==> config.mk <==
export PLATFORM = sky130hd
export DESIGN_NAME = srpc_ramp
export DESIGN_NICKNAME = d
export VERILOG_FILES = /design/src/hw/rtl/srpc_pkg.sv /design/src/hw/rtl/srpc_ramp.sv
export SDC_FILE = /design/constraint.sdc
export NUM_CORES = 1
export LEC_CHECK = 0
export ABC_AREA = 1
export BUFFER_PORTS_ARGS = -buffer_cell sky130_fd_sc_hd__buf_2
export CAP_MARGIN = 20
export CORE_MARGIN = 2
export CORE_UTILIZATION = 35
export CTS_CLUSTER_DIAMETER = 200
export DETAILED_ROUTE_END_ITERATION = 7
export PLACE_DENSITY = 0.55
export SLEW_MARGIN = 20
export SYNTH_ARGS = -nofsm -noshare
export SYNTH_HDL_FRONTEND = slang
export SYNTH_SLANG_ARGS = --single-unit
==> constraint.sdc <==
create_clock -name aclk -period 6.55 [get_ports aclk]
set_input_delay 0.655 -clock aclk [delete_from_list [all_inputs] [get_ports aclk]]
set_output_delay 0.655 -clock aclk [all_outputs]
set_load 0.01 [all_outputs]
==> src/hw/rtl/srpc_pkg.sv <==
// Shared types and constants of the stepper ramp position controller
package srpc_pkg;

    localparam int ACT_W     = 2;
    localparam int TGT_W     = 32;
    localparam int IDX_W     = 12;
    localparam int DLY_IN_W  = 24;
    localparam int CFG_W     = 13;
    localparam int POS_W     = 32;
    localparam int DIR_W     = 2;
    localparam int S_TDATA_W = 72;

    typedef enum logic [ACT_W-1:0] {
        ACT_TICK   = 2'd0,
        ACT_TARGET = 2'd1,
        ACT_ENTRY  = 2'd2
    } act_t;

    typedef enum logic [DIR_W-1:0] {
        DIR_HOLD = 2'd0,
        DIR_FWD  = 2'd1,
        DIR_BWD  = 2'd2
    } dir_t;

    typedef struct packed {
        logic tick;
        logic set_tgt;
    } ctl_t;

endpackage

==> src/hw/rtl/srpc_ramp.sv <==
// Ramp state (position, target, speed index, table length) and step decision
module srpc_ramp #(
    parameter int TABLE_DEPTH = 4096,
    parameter int AW          = 12,
    parameter int SW          = 13
) (
    input  logic                           aclk,
    input  logic                           aresetn,
    input  logic                           cfg_we,
    input  logic [srpc_pkg::CFG_W-1:0]     cfg_wdata,
    input  srpc_pkg::ctl_t                 ctl,
    input  logic [srpc_pkg::TGT_W-1:0]     target_value,
    output logic [AW-1:0]                  rd_addr,
    output srpc_pkg::dir_t                 dir_next,
    output logic [srpc_pkg::POS_W-1:0]     pos_next,
    output logic signed [SW-1:0]           spd_next
);

    logic [srpc_pkg::CFG_W-1:0] len_reg;
    logic [srpc_pkg::POS_W-1:0] pos_reg;
    logic [srpc_pkg::TGT_W-1:0] tgt_reg;
    logic signed [SW-1:0]       spd_reg;

    logic [SW-1:0]        mag;
    logic [AW-1:0]        lim;
    logic signed [SW:0]   lim_s;
    logic signed [SW:0]   spd_p1;
    logic signed [SW:0]   spd_m1;
    logic signed [32:0]   sum;
    logic signed [32:0]   ps;
    logic signed [32:0]   tx;
    logic                 s_pos;
    logic                 s_neg;
    logic signed [SW:0]   spd_sel;

    always_comb begin
        mag     = spd_reg[SW-1] ? SW'(-spd_reg) : SW'(spd_reg);
        rd_addr = mag[AW-1:0];

        if (len_reg == '0) begin
            lim = '0;
        end else if (17'(len_reg) > 17'(TABLE_DEPTH)) begin
            lim = AW'(TABLE_DEPTH - 1);
        end else begin
            lim = AW'(len_reg - 13'd1);
        end
        lim_s = $signed({{(SW + 1 - AW){1'b0}}, lim});

        spd_p1 = $signed({spd_reg[SW-1], spd_reg}) + $signed((SW + 1)'(1));
        spd_m1 = $signed({spd_reg[SW-1], spd_reg}) - $signed((SW + 1)'(1));
        ps     = $signed({pos_reg[31], pos_reg});
        tx     = $signed({tgt_reg[31], tgt_reg});
        sum    = ps + $signed({{(33 - SW){spd_reg[SW-1]}}, spd_reg});
        s_neg  = spd_reg[SW-1];
        s_pos  = !spd_reg[SW-1] && (spd_reg != '0);

        if (s_pos && sum > tx) begin
            dir_next = srpc_pkg::DIR_FWD;
            spd_sel  = spd_m1;
        end else if (s_neg && sum < tx) begin
            dir_next = srpc_pkg::DIR_BWD;
            spd_sel  = spd_p1;
        end else if (sum < tx) begin
            dir_next = srpc_pkg::DIR_FWD;
            spd_sel  = (spd_p1 < lim_s) ? spd_p1 : lim_s;
        end else if (ps < tx && tx <= sum) begin
            dir_next = srpc_pkg::DIR_FWD;
            spd_sel  = spd_m1;
        end else if (sum > tx) begin
            dir_next = srpc_pkg::DIR_BWD;
            spd_sel  = (spd_m1 > -lim_s) ? spd_m1 : -lim_s;
        end else if (ps > tx && tx >= sum) begin
            dir_next = srpc_pkg::DIR_BWD;
            spd_sel  = spd_p1;
        end else begin
            dir_next = srpc_pkg::DIR_HOLD;
            spd_sel  = $signed({spd_reg[SW-1], spd_reg});
        end
        spd_next = spd_sel[SW-1:0];

        case (dir_next)
            srpc_pkg::DIR_FWD: pos_next = pos_reg + 32'd1;
            srpc_pkg::DIR_BWD: pos_next = pos_reg - 32'd1;
            default:           pos_next = pos_reg;
        endcase
    end

    always_ff @(posedge aclk) begin
        if (!aresetn) begin
            len_reg <= 13'd1;
            pos_reg <= '0;
            tgt_reg <= '0;
            spd_reg <= '0;
        end else begin
            if (cfg_we) begin
                len_reg <= cfg_wdata;
            end
            if (ctl.set_tgt) begin
                tgt_reg <= target_value;
            end
            if (ctl.tick) begin
                pos_reg <= pos_next;
                spd_reg <= spd_next;
            end
        end
    end

endmodule

Yosys cells after proc, flatten, opt, wreduce, memory -nomap -nowiden
Index checks and enable logic that the tools add are counted.
Storage, ports and cells
  bits of input ports: 50
  register bits after elaboration: 90
Cells by class
  reduce and logical (&&, ||, !) cells: 8
  $lt $le $gt $ge: 9
  add/sub/neg operators: 8
  multiplexer cells: 18
  equal/unequal tests: 2
Operators with widths (number)
  2-to-1 mux 13 bit: 8
  one-hot mux 32 bit (2 select lines): 1
  2-to-1 mux 12 bit: 3
  adder 32 x 13 -> 33 bit: 1
  greater-or-equal comparator 32 x 33 -> 1 bit: 1
  greater-than comparator 33 x 32 -> 1 bit: 1
  <= comparator 32 x 33 -> 1 bit: 1
  less-than comparator 33 x 32 -> 1 bit: 1
  adder 32 x 1 -> 32 bit, second input constant: 1
  greater-than comparator 32 bit: 1
  less-than comparator 32 bit: 1
  subtractor 32 x 1 -> 32 bit, second input constant: 1
  adder 13 x 2 -> 14 bit, second input constant: 1
  greater-than comparator 14 bit: 1
  less-than comparator 14 x 13 -> 1 bit: 1
  negator 12 -> 14 bit: 1
  subtractor 13 x 2 -> 14 bit, second input constant: 1
  greater-than comparator 13 bit, second input constant: 1
  logical NOT 13 bit: 1
  nonzero test 13 bit: 1
  2-to-1 mux 2 bit: 6
  negator 12 bit: 1
  subtractor 12 x 1 -> 12 bit, second input constant: 1
  logical AND 1 bit: 5
  3 further kinds: 3

Logic depth before layout (Yosys ltp)
Gate-level depths: netlist (run 1).
  depth after elaboration: 11
  depth in mapped cells: 51
  depth with buffers taken out: 50

Worst setup path after synthesis (run 1)
No wires, ideal clock.
  kind: flip-flop to output port
  start: register spd_reg[0]
  end: output pos_next[28] (netlist bit)
  slack: -1.057 ns
  stages on the path, launching flop included: 44
  path buffers: 1
  data arrival time: 6.952 ns
  cell sequence: dfxtp_1 -> ha_1 -> inv_1 -> fa_1 -> o21ai_0 -> a21oi_1 -> o21ai_0 -> nand3_1 -> nand3_1 -> nand2_1 -> o211ai_1 -> nand2_1 -> nand2_1 -> nand2_1 -> a22oi_1 -> ha_1 -> nand2_1 -> nor2_1 -> [... 8 more ...] -> nand2_1 -> buf_4 -> nand2_1 -> nor2_1 -> inv_2 -> a31oi_1 -> ha_1 -> inv_1 -> fa_1 -> inv_1 -> nand2_1 -> o21ai_0 -> nand3_1 -> nand3_1 -> a21o_1 -> a21oi_1 -> xor2_1 -> o21ai_0
On the way
  elaborated cells between the ends (all ways): 20
  those cells by class: 1 x add/sub; 4 x order compare; 2 x eq/ne; 7 x mux; 6 x reduce/logical
RTL lines
  start: declaration: RTL line srpc_ramp.sv:22  | logic signed [SW-1:0] spd_reg;
  start signal: assignment: RTL line srpc_ramp.sv:103  | spd_reg <= spd_next;
  adder 32 x 13 -> 33 bit: RTL line srpc_ramp.sv:53  | sum = ps + $signed({{(33 - SW){spd_reg[SW-1]}}, spd_reg});
  greater-than comparator 33 x 32 -> 1 bit / <= comparator 32 x 33 -> 1 bit (equally long branches): RTL line srpc_ramp.sv:57, srpc_ramp.sv:69, srpc_ramp.sv:66
  2-to-1 mux 2 bit / logical AND 1 bit (equally long branches): RTL line srpc_ramp.sv:69, srpc_ramp.sv:66
  2-to-1 mux 2 bit: RTL line srpc_ramp.sv:66  | end else if (ps < tx && tx <= sum) begin
  2-to-1 mux 2 bit: RTL line srpc_ramp.sv:63  | end else if (sum < tx) begin
  2-to-1 mux 2 bit: RTL line srpc_ramp.sv:60  | end else if (s_neg && sum < tx) begin
  2-to-1 mux 2 bit *: RTL line srpc_ramp.sv:57  | if (s_pos && sum > tx) begin
  named net dir_next[0]: RTL line srpc_ramp.sv:14  | output srpc_pkg::dir_t dir_next,
  equality test 2 bit / equality test 2 x 1 -> 1 bit (equally long branches): RTL line srpc_ramp.sv:81  | case (dir_next)
  one-hot mux 32 bit (2 select lines) *: RTL line srpc_ramp.sv:81
  end: declaration: RTL line srpc_ramp.sv:15  | output logic [srpc_pkg::POS_W-1:0] pos_next,
Mark *: on every way through the listed nets, which the timed path passes. The rest lies on a longest branch.

Worst setup path after layout (run 1)
  start: register spd_reg[0]
  end: output pos_next[22] (netlist bit)
On the way
  cells in the longest elaborated chain, start to end: 11
  elaborated cells between the ends (all ways): 20
  those cells by class: 1 x add/sub; 4 x order compare; 2 x eq/ne; 7 x mux; 6 x reduce/logical
Ends and longest elaborated chain
  adder 32 x 13 -> 33 bit: RTL line srpc_ramp.sv:53
  greater-or-equal comparator 32 x 33 -> 1 bit: RTL line srpc_ramp.sv:72  | end else if (ps > tx && tx >= sum) begin
  logical AND 1 bit: RTL line srpc_ramp.sv:72
  2-to-1 mux 2 bit: RTL line srpc_ramp.sv:72
  2-to-1 mux 2 bit: RTL line srpc_ramp.sv:69  | end else if (sum > tx) begin
  2-to-1 mux 2 bit: RTL line srpc_ramp.sv:66
  2-to-1 mux 2 bit: RTL line srpc_ramp.sv:63
  2-to-1 mux 2 bit: RTL line srpc_ramp.sv:60
  2-to-1 mux 2 bit *: RTL line srpc_ramp.sv:57
  equality test 2 bit / equality test 2 x 1 -> 1 bit (equally long branches): RTL line srpc_ramp.sv:81
  one-hot mux 32 bit (2 select lines) *: RTL line srpc_ramp.sv:81
Mark *: on every way between the ends. The rest lies on a longest branch, timed or not.

==> results.py, run 1 <==
metrics = {
    "floorplanning": {
        "die_h_um": 187,
        "num_rows": 67,
        "die_area_um2": 35100,
        "core_um2": 33400,
        "initial_core_util_pct": 35.3,
        "die_w_um": 187,
        "pin_count": 109,
    },
    "worst_setup_path": {
        "r2r_cells": 55,
        "crit_fanout": 5,
        "cpPeakStageDelay_ns": 0.38,
        "cp_common_cell": "nand2_1",
        "startpoint_type": "flop",
        "rr_endpoint": "pos_reg[23]$_SDFFE_PN0P_",
        "cp_slowest_cell": "fa_2",
        "cp.required_ns": 5.89,
        "reg2reg_from": "spd_reg[0]$_SDFFE_PN0P_",
        "path_class": "flop to output port",
        "arrival_ns": 6.50,
        "worstSetupEndpointType": "output port",
        "reg2reg_setup_slack_ns": -0.27,
    },
    "synth": {
        "synth-seq-cells": 90,
        "synth_edf_count": 0,
        "yosys.area_share.adder_pct": 17.0,
        "syn_inst": 1922,
        "synth_fp_nets": 2131,
        "yosys_warnings": 0,
        "synth_compound_area_share_pct": 20.7,
        "avgSynthCellArea_um2": 6.13,
        "ys_seq_area_share_pct": 15.3,
        "async_reset_ff_share_pct": 0,
        "syn-cell-area_um2": 11800,
        "synth-xor-area-share_pct": 4.61,
        "synth-simple-area-share_pct": 30.7,
        "synth_cell_types": 55,
        "synthMuxAreaShare_pct": 0,
        "synth_top_family_by_area": "simple AND/OR/NAND/NOR gates",
        "synth_ff_type": "dfxtp_1",
    },
    "sta": {
        "hold_violations": 0,
        "timing.slew.headroom_pct": 32.8,
        "drv_slew": 0,
        "period_minus_slack_ns": 7.15,
        "rsz0062_at_grt": "true",
        "tightest_slew_ns": 1.01,
        "setup_slack_ns": -0.602,
        "fin_hold_ws_ns": 0.487,
        "fin_skew_ns": 0.0154,
        "clock.fmax_mhz": 140,
        "setup_viol": 29,
        "fin_crit_sh_pct": 109,
    },
    "clock_network": {
        "root_buffer": "clkbuf_16",
        "clk_path_buf_depth": 2,
        "clk_pin_slew_ns": 0.08,
        "htree_levels": 3,
        "cts_tree": "done",
        "cts_sinks": 90,
        "cts_buffers": 9,
        "clock_latency_ns": 0.37,
    },
    "detailed_routing": {
        "via_per_inst": 5.03,
        "first_iter_violations": 752,
        "highest_layer": "met4",
        "drt_wl_total_um": 43300,
        "route.met3.wl_um": 2300,
        "ant_nets": 0,
        "first_pass_iters": 6,
        "vias": 13800,
        "drc_errors": 0,
        "met1Wirelength_um": 19500,
        "routedWlPerCell_um": 15.9,
        "dr_wl_met2_um": 19900,
    },
    "place": {
        "postPlaceCellArea_um2": 14700,
        "dp_hpwl_um": 33800,
        "dp_slack_ns": -0.948,
        "portBuffers": 108,
        "gp_congestion": 0.937,
    },
    "hold_path": {
        "hold_path_class": "flop to flop",
        "hold_depth": 2,
        "min_from": "tgt_reg[13]$_SDFFE_PN0P_",
        "min_to": "tgt_reg[13]$_SDFFE_PN0P_",
    },
    "global_route": {
        "grt_antenna_before_repair": 0,
        "grt_pass1_vias": 13200,
        "grt_max_degree": 65,
        "grt_usage_pct": 24.1,
        "grt_pass1_wl_um": 67700,
        "grt_overflow": 0,
    },
    "final_layout": {
        "diodes": 0,
        "fillers": 3467,
        "finalInstanceArea_um2": 16700,
        "drive_gt1_share_pct": 32.1,
        "synthToLayoutAreaGrowth_pct": 42.1,
        "final_nets": 2491,
    },
    "outcome": {
        "status": "complete, but fails checks",
        "violations": "negative setup slack",
    },
    "flow_run": {
        "maxCapViolCount": 0,
    },
}
## worst max-delay path by stage
stage / start / endpoint / slack [ns] / cells past startpoint
global route: spd_reg[0]$_SDFFE_PN0P_ / pos_next[25] / -0.97 / 49
finish: spd_reg[0]$_SDFFE_PN0P_ / pos_next[22] / -0.60 / 47
global placement: spd_reg[12]$_SDFFE_PN0P_ / pos_next[30] / -0.81 / 37
floorplan: pos_reg[0]$_SDFFE_PN0P_ / pos_next[17] / -0.02 / 45
CTS: pos_reg[0]$_SDFFE_PN0P_ / pos_next[29] / -0.45 / 51
detailed placement: spd_reg[12]$_SDFFE_PN0P_ / pos_next[29] / -0.95 / 42
## cell usage after synthesis, types with 6 or more instances
master,instances,share of area (%)
nor4_1,6,0.32
ha_1,157,17
o21ai_1,13,0.55
inv_1,280,8.9
nand4_1,17,0.90
dfxtp_1,90,15
buf_2,9,0.38
a21o_1,17,1.1
nand2_4,11,1.1
o21bai_1,9,0.57
nand3_1,100,4.2
xor2_1,39,2.9
clkbuf_1,34,1.1
nand3b_1,8,0.51
xnor2_1,23,1.7
nand2_2,13,0.69
nand2_1,425,14
nor2_1,153,4.9
or2_2,17,0.90
nor2_4,8,0.76
a21oi_1,201,8.5
o21ai_0,192,8.2
nor3_1,20,0.85
inv_2,8,0.25
## final cells by class
cell class	instances	area, µm²	share of cell area (%)
clock buffer	9	225	1.35
clock inverter	6	50.0	0.299
inverter	294	1120	6.68
multi-input combinational	1484	9990	59.7
sequential	90	1810	10.8
tap	448	561	3.35
timing repair buffer	403	2990	17.8
## metrics by stage
step	std cells	util [%]	TNS, ns
5_1_grt	2734	50.2	-23.33
3_5_place_dp	2667	44.1	-26.16
2_1_floorplan	1922	-	-0.0247
4_1_cts	2731	48.7	-11.31
6_report	2734	50.2	-11.95
3_3_place_gp	2667	44.1	-21.27
## cells in the final DEF, fill, tap and decap left out, types with 36 or more instances in the layout
| cell | count |
|---|---|
| nand2_1 | 375 |
| inv_1 | 266 |
| buf_4 | 256 |
| a21oi_1 | 160 |
| o21ai_0 | 140 |
| nor2_1 | 139 |
| ha_1 | 126 |
| buf_2 | 104 |
| dfxtp_1 | 85 |
| nand3_1 | 74 |
| nand2_2 | 55 |
| xor2_1 | 39 |
| buf_6 | 36 |
## logic make-up after synthesis
family          Yosys count
buf+inv                 348
xor+xnor                 62
simple gates            803
flops                    90
compound gates          460
fa+ha+maj               159
## routing by layer
metal / up-vias / global-route usage (%)
li1: 7034 / -
met1: 6291 / 31.1
met2: 359 / 40.1
met3: 81 / 3.64
met4: 0 / 9.93
met5: - / 0
## worst max-delay path: cells and delay by family, from the launching register on
| kind | cells | cell delay [ns] |
|---|---|---|
| buffers and inverters | 8 | 0.79 |
| AND/OR/NAND/NOR | 24 | 2.22 |
| adder cells (fa/ha/maj) | 5 | 1.25 |
| AO/OA/AOI/OAI | 10 | 1.51 |
| flip-flops | 1 | 0.36 |
## repair_timing
| item | CTS | global route |
|---|---|---|
| hold buffers | 0 | 0 |
| setup buffers | 49 | 20 |
| gates resized for setup | 223 | 140 |
| cloned | 2 | 0 |
| pin swaps | 45 | 74 |
| endpoints found under the setup margin | 57 | 59 |
Power of run 1 is left out: the tool's default activity adds up to more than one toggle a clock period on the data nets, which glitch-free logic cannot reach.
==> inputs of run 2 (changes only) <==
Settings changed: SETUP_SLACK_MARGIN set to 0.1.
==> results.py, run 2 (synthesized netlist as in run 1, its figures left out) <==
metrics = {
    "outcome": {
        "status": "complete, but fails checks",
        "violations": "negative setup slack",
    },
    "floorplanning": {
        "num_rows": 67,
        "core_um2": 33400,
        "pin_count": 109,
        "die_area_um2": 35100,
        "die_w_um": 187,
        "die_h_um": 187,
        "initial_core_util_pct": 35.3,
    },
    "detailed_routing": {
        "ant_nets": 0,
        "routedWlPerCell_um": 15.9,
        "drt_wl_total_um": 43500,
        "first_iter_violations": 873,
        "drc_errors": 0,
        "vias": 13700,
        "via_per_inst": 5.00,
        "first_pass_iters": 5,
    },
    "hold_path": {
        "min_from": "tgt_reg[18]$_SDFFE_PN0P_",
        "min_to": "tgt_reg[18]$_SDFFE_PN0P_",
        "hold_path_class": "flop to flop",
        "hold_depth": 2,
    },
    "final_layout": {
        "synthToLayoutAreaGrowth_pct": 39.6,
        "final_common_cell": "nand2_1",
        "fillers": 3456,
        "diodes": 0,
        "drive_gt1_share_pct": 30.3,
        "final_nets": 2499,
        "most-common-layout-cells": "nand2_1 (390), buf_4 (285), inv_1 (272), a21oi_1 (163), o21ai_0 (142)",
        "finalInstanceArea_um2": 16500,
    },
    "sta": {
        "clock.fmax_mhz": 139,
        "timing.slew.headroom_pct": 26.3,
        "rsz0062_at_grt": "true",
        "hold_violations": 0,
        "period_minus_slack_ns": 7.18,
        "fin_hold_ws_ns": 0.490,
        "setup_slack_ns": -0.635,
        "fin_skew_ns": 0.0103,
        "setup_viol": 30,
        "tightest_slew_ns": 1.11,
        "drv_slew": 0,
        "fin_crit_sh_pct": 110,
    },
    "clock_network": {
        "cts_buffers": 9,
        "clk_path_buf_depth": 2,
        "clk_pin_slew_ns": 0.07,
        "cts_tree": "done",
        "cts_sinks": 90,
        "root_buffer": "clkbuf_16",
        "htree_levels": 3,
        "clock_latency_ns": 0.37,
    },
    "worst_setup_path": {
        "cp.required_ns": 5.89,
        "rr_endpoint": "pos_reg[17]$_SDFFE_PN0P_",
        "cp_common_cell": "nand2_4",
        "startpoint_type": "flop",
        "crit_fanout": 7,
        "r2r_cells": 50,
        "worstSetupEndpointType": "output port",
        "reg2reg_setup_slack_ns": -0.54,
        "cp_slowest_cell": "dfxtp_4",
        "path_class": "flop to output port",
        "reg2reg_from": "spd_reg[12]$_SDFFE_PN0P_",
        "cpPeakStageDelay_ns": 0.39,
        "arrival_ns": 6.53,
    },
    "global_route": {
        "grt_overflow": 0,
        "grt_pass1_vias": 13100,
        "grt_pass1_wl_um": 68400,
        "grt_max_degree": 65,
        "grt_antenna_before_repair": 0,
        "grt_usage_pct": 24.3,
    },
    "place": {
        "portBuffers": 108,
        "gp_congestion": 0.922,
        "dp_hpwl_um": 33800,
        "postPlaceCellArea_um2": 14900,
    },
    "flow_run": {
        "maxCapViolCount": 0,
    },
}
## run 2: what timing repair did
action | 4_1_cts | 5_1_grt
pin swaps | 40 | 55
gates resized for setup | 122 | 97
setup buffers | 42 | 24
cloned | 1 | 0
hold buffers | 0 | 0
setup endpoints to repair | 33 | 64
## run 2: layout make-up
type	instances	area, µm²	share of cell area [%]
Multi-Input combinational cell	1484	9700	58.9
Clock inverter	6	65.1	0.395
Timing Repair Buffer	411	2970	18.1
Sequential cell	90	1810	11.0
Tap cell	448	561	3.41
Inverter	294	1110	6.72
Clock buffer	10	239	1.45
## run 2: worst max-delay path: cells and delay by family, from the launching register on
family                     cells  cell delay [ns]
adders and majority gates      4             1.06
AOI/OAI and AO/OA             12             1.87
xor gates and xnor gates       1             0.11
buffers and inverters          9             0.99
DFF                            1             0.39
and+or+nand+nor               16             1.71
## run 2: worst max path at each step
stage / start / end
final: spd_reg[12]$_SDFFE_PN0P_ / pos_next[17]
after global routing: pos_reg[0]$_SDFFE_PN0P_ / pos_next[17]
after CTS: spd_reg[0]$_SDFFE_PN0P_ / pos_next[28]
after detailed placement: spd_reg[12]$_SDFFE_PN0P_ / pos_next[28]
after global placement: spd_reg[12]$_SDFFE_PN0P_ / pos_next[28]
after floorplan: spd_reg[0]$_SDFFE_PN0P_ / pos_next[28]
## run 2: metrics by stage
stage,util (%),std cells,TNS [ns],setup WS (ns)
final,49.3,2743,-12.74,-0.635
after global routing,49.3,2743,-25.04,-0.973
after CTS,47.8,2719,-8.94,-0.462
after detailed placement,44.5,2661,-4.79,-0.353
after global placement,44.5,2661,-4.19,-0.381
after floorplan,-,1922,0,0.0812
## run 2: metal layers
layer	part of all wire [%]	vias up	global-route usage, %
met5	0	-	0
met4	1.7	0	5.45
met3	4.1	46	2.68
met2	47	326	42.0
met1	47	6286	32.6
li1	-	7068	-
Power of run 2 is left out for the same reason.
==> inputs of run 3 (changes only) <==
Settings changed: PLACE_DENSITY 0.55 to 0.53.
==> results.py, run 3 (synthesized netlist as in run 1, its figures left out) <==
metrics = {
    "outcome": {
        "status": "complete, but fails checks",
        "violations": "negative setup slack",
    },
    "detailed_routing": {
        "first_pass_iters": 5,
        "ant_nets": 0,
        "vias": 13500,
        "drt_wl_total_um": 43200,
        "drc_errors": 0,
        "via_per_inst": 4.98,
        "routedWlPerCell_um": 15.9,
        "first_iter_violations": 714,
    },
    "worst_setup_path": {
        "reg2reg_from": "pos_reg[1]$_SDFFE_PN0P_",
        "cp.required_ns": 5.89,
        "r2r_cells": 45,
        "arrival_ns": 6.34,
        "reg2reg_setup_slack_ns": 0.29,
        "cpPeakStageDelay_ns": 0.34,
        "path_class": "flop to output port",
        "cp_common_cell": "nand2_1",
        "crit_fanout": 7,
        "cp_slowest_cell": "fa_2",
        "startpoint_type": "flop",
        "rr_endpoint": "pos_reg[17]$_SDFFE_PN0P_",
        "worstSetupEndpointType": "output port",
    },
    "floorplanning": {
        "initial_core_util_pct": 35.3,
        "die_h_um": 187,
        "die_w_um": 187,
        "pin_count": 109,
        "num_rows": 67,
        "die_area_um2": 35100,
        "core_um2": 33400,
    },
    "clock_network": {
        "clock_latency_ns": 0.37,
        "cts_tree": "done",
        "clk_pin_slew_ns": 0.07,
        "root_buffer": "clkbuf_16",
        "holdBufCountCts": 0,
        "clk_path_buf_depth": 2,
        "cts_sinks": 90,
        "htree_levels": 3,
        "cts_buffers": 9,
    },
    "sta": {
        "hold_violations": 0,
        "tightest_slew_ns": 1.04,
        "setup_slack_ns": -0.446,
        "clock.fmax_mhz": 143,
        "drv_slew": 0,
        "fin_hold_ws_ns": 0.491,
        "timing.slew.headroom_pct": 30.4,
        "rsz0062_at_grt": "true",
        "fin_crit_sh_pct": 107,
        "period_minus_slack_ns": 7.00,
        "tns_ns": -8.15,
        "fin_skew_ns": 0.00894,
        "setup_viol": 27,
    },
    "hold_path": {
        "hold_depth": 2,
        "min_to": "len_reg[11]$_SDFFE_PN0P_",
        "hold_path_class": "flop to flop",
        "min_from": "len_reg[11]$_SDFFE_PN0P_",
    },
    "global_route": {
        "grt_pass1_vias": 12700,
        "grt_overflow": 0,
        "grt_usage_pct": 24.0,
        "grt_max_degree": 65,
        "grt_pass1_wl_um": 67000,
        "grt_antenna_before_repair": 0,
    },
    "flow_run": {
        "maxCapViolCount": 0,
    },
    "final_layout": {
        "most-common-layout-cells": "nand2_1 (385), inv_1 (273), buf_4 (262), a21oi_1 (157), o21ai_0 (149)",
        "drive_gt1_share_pct": 30.1,
        "fillers": 3526,
        "synthToLayoutAreaGrowth_pct": 38.7,
        "final_nets": 2477,
        "final_common_cell": "nand2_1",
        "diodes": 0,
        "finish.utilization_pct": 49.0,
    },
    "place": {
        "gp_congestion": 0.902,
        "dp_hpwl_um": 34400,
        "portBuffers": 108,
    },
}
==> run 3: cell types whose count changed in the layout (fill, tap and decap cells not counted), sizes merged <==
cell | previous run | this run
bufinv | 1 | 0
clkinvlp | 1 | 0
clkbuf | 10 | 11
buf | 411 | 389
inv | 290 | 289
==> run 3: area by class of cell <==
cell class	count	area [µm²]	share of cell area, %
inverters	294	1110	6.77
flip-flops and latches	90	1820	11.1
well taps	448	561	3.43
repair buffers	389	2820	17.3
clock inverters	3	18.8	0.115
clock buffers	11	233	1.42
multi-input cells	1484	9790	59.9
==> run 3: per-stage QoR <==
stage	cells	worst slack, ns	cell area [µm²]
after global routing	2719	-0.819	16300
after detailed placement	2662	-0.388	14900
final	2719	-0.446	16300
after global placement	2662	-0.278	14900
after CTS	2698	-0.400	15700
after floorplan	1922	0.0812	12200
==> run 3: worst max path at each step <==
stage                                  start           end  slack [ns]
floorplan            spd_reg[0]$_SDFFE_PN0P_  pos_next[28]        0.08
global placement     pos_reg[2]$_SDFFE_PN0P_  pos_next[29]       -0.28
detailed placement   pos_reg[2]$_SDFFE_PN0P_  pos_next[29]       -0.39
CTS                  spd_reg[0]$_SDFFE_PN0P_  pos_next[17]       -0.40
global route        spd_reg[12]$_SDFFE_PN0P_  pos_next[17]       -0.82
finish               pos_reg[1]$_SDFFE_PN0P_  pos_next[28]       -0.45
==> run 3: per-layer routing <==
metal | global-route usage, % | share of wire [%] | up-vias | wire length, µm
met5 | 0 | 0 | - | 0
met1 | 32.5 | 47 | 6210 | 20400
met2 | 40.2 | 46 | 284 | 20100
met3 | 3.28 | 4.4 | 46 | 1900
met4 | 6.15 | 1.9 | 0 | 841
li1 | - | - | 7001 | -
==> run 3: repair_timing <==
item | 4_1_cts | 5_1_grt
setup buffers | 22 | 22
resized for setup | 91 | 143
hold endpoints to repair | 0 | 0
pin swaps | 59 | 68
cloned | 1 | 0
endpoints found under the setup margin | 36 | 66
==> run 3: critical path: cells and delay by family, from the launching register on <==
kind	cells	cell delay [ns]
AND/OR/NAND/NOR	22	1.93
XOR/XNOR	2	0.32
adder cells (fa/ha/maj)	4	1.20
AO/OA/AOI/OAI	9	1.49
flip-flops	1	0.33
buffers and inverters	6	0.67
Power of run 3 is left out for the same reason.
